**config.mk**
```make
export PLATFORM = sky130hd
export DESIGN_NAME = hnq_div
export DESIGN_NICKNAME = d
export VERILOG_FILES = /design/src/design/hnq_div.sv
export SDC_FILE = /design/constraint.sdc
export NUM_CORES = 2
export LEC_CHECK = 0
export BUFFER_PORTS_ARGS = -buffer_cell sky130_fd_sc_hd__buf_4
export CAP_MARGIN = 30
export CORE_UTILIZATION = 31
export DETAILED_ROUTE_END_ITERATION = 10
export REMOVE_ABC_BUFFERS = 1
export SLEW_MARGIN = 5
export SYNTH_ARGS = -nofsm -noshare
export SYNTH_HDL_FRONTEND = slang
export SYNTH_SLANG_ARGS = --single-unit
```
**constraint.sdc**
```tcl
create_clock -name i_clk -period 3.4 [get_ports i_clk]
set_clock_uncertainty 0.15 [all_clocks]
set_input_delay 0.51 -clock i_clk [delete_from_list [all_inputs] [get_ports i_clk]]
set_output_delay 0.51 -clock i_clk [all_outputs]
set_load 0.005 [all_outputs]
```
**src/design/hnq_div.sv**
```systemverilog
`default_nettype none
// Pipelined restoring divider, one quotient bit per stage.
// Caller guarantees i_num < i_den * 2^QW.
module hnq_div #(
    parameter int DW = 32,
    parameter int QW = 23
) (
    input  logic             i_clk,
    input  logic [DW+QW-1:0] i_num,
    input  logic [DW-1:0]    i_den,
    output logic [QW-1:0]    o_quo
);
    localparam int W = DW + QW;

    logic [W-1:0]  r_rem [QW];
    logic [DW-1:0] r_den [QW];
    logic [QW-1:0] r_quo [QW];

    for (genvar i = 0; i < QW; i++) begin : g_stage
        logic [W-1:0]  rem_in;
        logic [DW-1:0] den_in;
        logic [QW-1:0] quo_in;
        logic [W-1:0]  trial;
        logic          ge;

        if (i == 0) begin : g_first
            assign rem_in = i_num;
            assign den_in = i_den;
            assign quo_in = '0;
        end else begin : g_next
            assign rem_in = r_rem[i-1];
            assign den_in = r_den[i-1];
            assign quo_in = r_quo[i-1];
        end

        assign trial = W'(den_in) << (QW - 1 - i);
        assign ge    = rem_in >= trial;

        always_ff @(posedge i_clk) begin
            r_rem[i] <= ge ? rem_in - trial : rem_in;
            r_den[i] <= den_in;
            r_quo[i] <= quo_in | (QW'(ge) << (QW - 1 - i));
        end
    end

    assign o_quo = r_quo[QW-1];

endmodule
`default_nettype wire

```
==> results.sh <==
export IMPL_outcome="finished with violations"
export IMPL_violations="negative setup slack"
export IMPL_coreArea_um2=319000
export IMPL_cts_buffers=232
export IMPL_nets=13700
export IMPL_hp_class="primary input to flop"
export IMPL_grt_pass1_wl_um=427000
export IMPL_die_w_um=568
export IMPL_syn_avg_cell_area_um2=9.10
export IMPL_die_area_um2=323000
export IMPL_io_buffers=110
export IMPL_cts_reportedPaths_clkPinSlew_ps=60
export IMPL_slowest_delay_ps=480
export IMPL_power_frac_seq_pct=30.1
export IMPL_synth_flop_cell="dfxtp_1"
export IMPL_pre_cts_slack_ps=-1130
export IMPL_clock_sinks=2190
export IMPL_period_needed_ps=3510
export IMPL_grt_max_degree=61
export IMPL_io_pins=111
export IMPL_p_clk_share_pct=20.3
export IMPL_cts_htree_levels=4
export IMPL_die_h_um=568
export IMPL_drv_cap=0
export IMPL_route_detailed_drc=0
export IMPL_vias=82100
export IMPL_netlist_instances=10900
export IMPL_routed_wl_met2_um=149000
export IMPL_synth_edff_count=0
export IMPL_path_buf_inv=3
export IMPL_crit_family="compound AO/OA/AOI/OAI gates"
export IMPL_arrival_ps=4150
export IMPL_rows=207
export IMPL_max_freq_ghz=0.285
export IMPL_dp_cells=16600
export IMPL_power_density_nw_per_um2=971
export IMPL_peakVddDrop_mv=0.529
export IMPL_cts_root_buf="clkbuf_16"
export IMPL_swShare_pct=37.6
export IMPL_worstPathMaxFanout=60
export IMPL_synth_most_common_cell="dfxtp_1"
export IMPL_finalHoldViolations=0
export IMPL_grt_pass1_vias=83700
export IMPL_cp_depth=12
export IMPL_rsz0062_at_grt="yes"
export IMPL_ys_ff_latch=2190
export IMPL_grt_antenna_before_repair=1
export IMPL_final_setup_worst_slack_ps=-114
export IMPL_crit_slowest_cell="or3b_2"
export IMPL_final_setup_tns_ps=-931
export IMPL_drt_initial_drc_count=3239
export IMPL_rr_worst_depth=12
export IMPL_synthTopCellsByCount="dfxtp_1 (2190), inv_1 (968), a21oi_1 (919), nand2_1 (832), ha_1 (736)"
export IMPL_cts_buffer_depth=4
export IMPL_cp_endpoint="r_rem[1][81]"
export IMPL_initial_core_util_pct=31.2
export IMPL_place_congestion=0.937
export IMPL_layout_drive_gt1_share_pct=24.0
export IMPL_via_per_inst=4.77
export IMPL_power_total_mw=128
export IMPL_synth_area_leader_cell="dfxtp_1"
export IMPL_cp_required_ps=4040
export IMPL_cts_tree="built"
export IMPL_slew_viol_final=0
export IMPL_r2r_end="r_rem[1][81]"
export IMPL_leakagePower_nw=59.2
export IMPL_yosysUniqueCellTypes=119
export IMPL_cp_start_kind="flop"
export IMPL_r2r_start="r_den[1][11]"
export IMPL_p_int_mw=79.8
export IMPL_yosysWarnings=0
export IMPL_dp_hpwl_um=216000
export IMPL_p_switching_mw=48.0
export IMPL_startpoint="r_den[1][11]"
export IMPL_grtUsageTotal_pct=16.4
export IMPL_endpoint_kind="flop"
export IMPL_crit_type="flop to flop"
export IMPL_final_util_pct=41.3
export IMPL_dr_max_layer_used="met4"
export IMPL_worst_slew_pin_slew_ps=990
export IMPL_ant_nets=0
export IMPL_r2r_slack_ps=-110
export IMPL_grt_overflow=0
export IMPL_wl_met3_um=7440
export IMPL_slew_headroom_pct=33.9
export IMPL_dr_pass1_iters=6
export IMPL_power_frac_comb_pct=49.6
export IMPL_syn_to_final_growth_pct=32.3
export IMPL_setup_viol=18
export IMPL_yosysSeqAreaShare_pct=44.1
export IMPL_path_cells="inv_1, ha_1, a21o_1, a21oi_1, o21ai_0, or3b_2, o211ai_1, o21ai_1, buf_4, a21boi_4, clkbuf_8, mux2_2"
export IMPL_syn_area_um2=99400
export IMPL_clk_insertion_delay_late_ps=930
export IMPL_async_reset_ff_share_pct=0
export IMPL_wl_met1_um=99600
export IMPL_stdcell_count=17200
export IMPL_yosys_top_cells_area="dfxtp_1 (44%), ha_1 (9.3%), a21oi_1 (4.6%)"
export IMPL_routed_wirelength_um=278000
export IMPL_netlist_area_leader_share_pct=44.1
export IMPL_routedWlPerCell_um=16.1
export IMPL_period_share_pct=103
registers in the layout, indices dropped and copies added (netlist names):
register  cells
r_den       704
r_quo       276
r_rem      1210
power groups by stage:
stage / clock network, mW / registers [mW] / logic, mW
2_1_floorplan: 0 / 36.8 / 38.0
3_3_place_gp: 0 / 38.7 / 58.5
3_5_place_dp: 0 / 38.7 / 58.8
4_1_cts: 26.7 / 38.2 / 60.5
5_1_grt: 27.7 / 39.2 / 69.7
6_report: 26.0 / 38.4 / 63.4
placed cells by master (no fill, tap or decap), types with 47 or more instances in the layout:
| cell | count |
|---|---|
| or3_1 | 65 |
| mux2_2 | 102 |
| buf_6 | 54 |
| clkbuf_1 | 50 |
| nand3_1 | 166 |
| dlygate4sd3_1 | 89 |
| nand2b_1 | 96 |
| nand2_1 | 812 |
| inv_1 | 943 |
| nor3_1 | 149 |
| o21a_1 | 72 |
| a211oi_1 | 51 |
| dfxtp_2 | 66 |
| nor2b_1 | 99 |
| and3_1 | 72 |
| nor4_1 | 113 |
| nor2_1 | 657 |
| xor2_1 | 397 |
| a21oi_1 | 854 |
| xnor2_1 | 456 |
| o21bai_1 | 116 |
| buf_4 | 1815 |
| o21ai_0 | 617 |
| clkbuf_16 | 241 |
| o21ai_1 | 47 |
| ha_1 | 687 |
| a31oi_1 | 76 |
| dfxtp_1 | 2123 |
| a21oi_2 | 56 |
| a21o_1 | 432 |
| nand4_1 | 190 |
layout make-up:
type	count	area, um^2
Inverter	974	3680
Antenna cell	1	2.50
Clock inverter	95	1310
Clock buffer	325	6610
Sequential cell	2190	43900
Multi-Input combinational cell	7438	54400
Tap cell	4180	5230
Timing Repair inverter	1	5.00
Timing Repair Buffer	2016	16300
Fill cell	31100	187000
worst min-delay path by stage:
| stage | start | end | slack (ps) | depth (start not counted) |
|---|---|---|---|---|
| after floorplan | r_quo[0][88] | r_quo[0][111] | 160 | 0 |
| after CTS | i_num[24] | r_rem[0][24] | 0.7 | 5 |
| after global routing | i_den[2] | r_den[0][2] | 50 | 2 |
| final | i_num[15] | r_rem[0][15] | 80 | 2 |
| after global placement | r_quo[2][57] | r_quo[2][80] | 160 | 0 |
| after detailed placement | r_quo[0][154] | r_quo[0][177] | 160 | 0 |
cell families after synthesis:
family	share of synthesized area [%]
simple gates	14.2
compound gates	18.0
flops	44.1
buf+inv	5.05
xor+xnor	7.56
fa+ha+maj	9.70
mux	1.40
repair_timing:
action                     in CTS  in global routing
gates cloned                   10                  9
buffers inserted               42                 75
setup endpoints to repair     774                699
hold buffers                   89                  0
pin swaps                     138                309
gates resized for setup       302                611
hold endpoints to repair       87                  0
per-layer routing:
layer | vias to the layer above | track usage, %
li1 | 42000 | -
met1 | 37700 | 15.2
met2 | 1542 | 32.8
met3 | 824 | 1.83
met4 | 0 | 11.2
met5 | - | 0
per-stage QoR:
step	instance area [um^2]	hold slack, ps
2_1_floorplan	98100	160
3_3_place_gp	117000	160
3_5_place_dp	117000	162
4_1_cts	128000	0.681
5_1_grt	132000	49.5
6_report	132000	83.9
No activity file was read; power rests on OpenSTA's default activity.
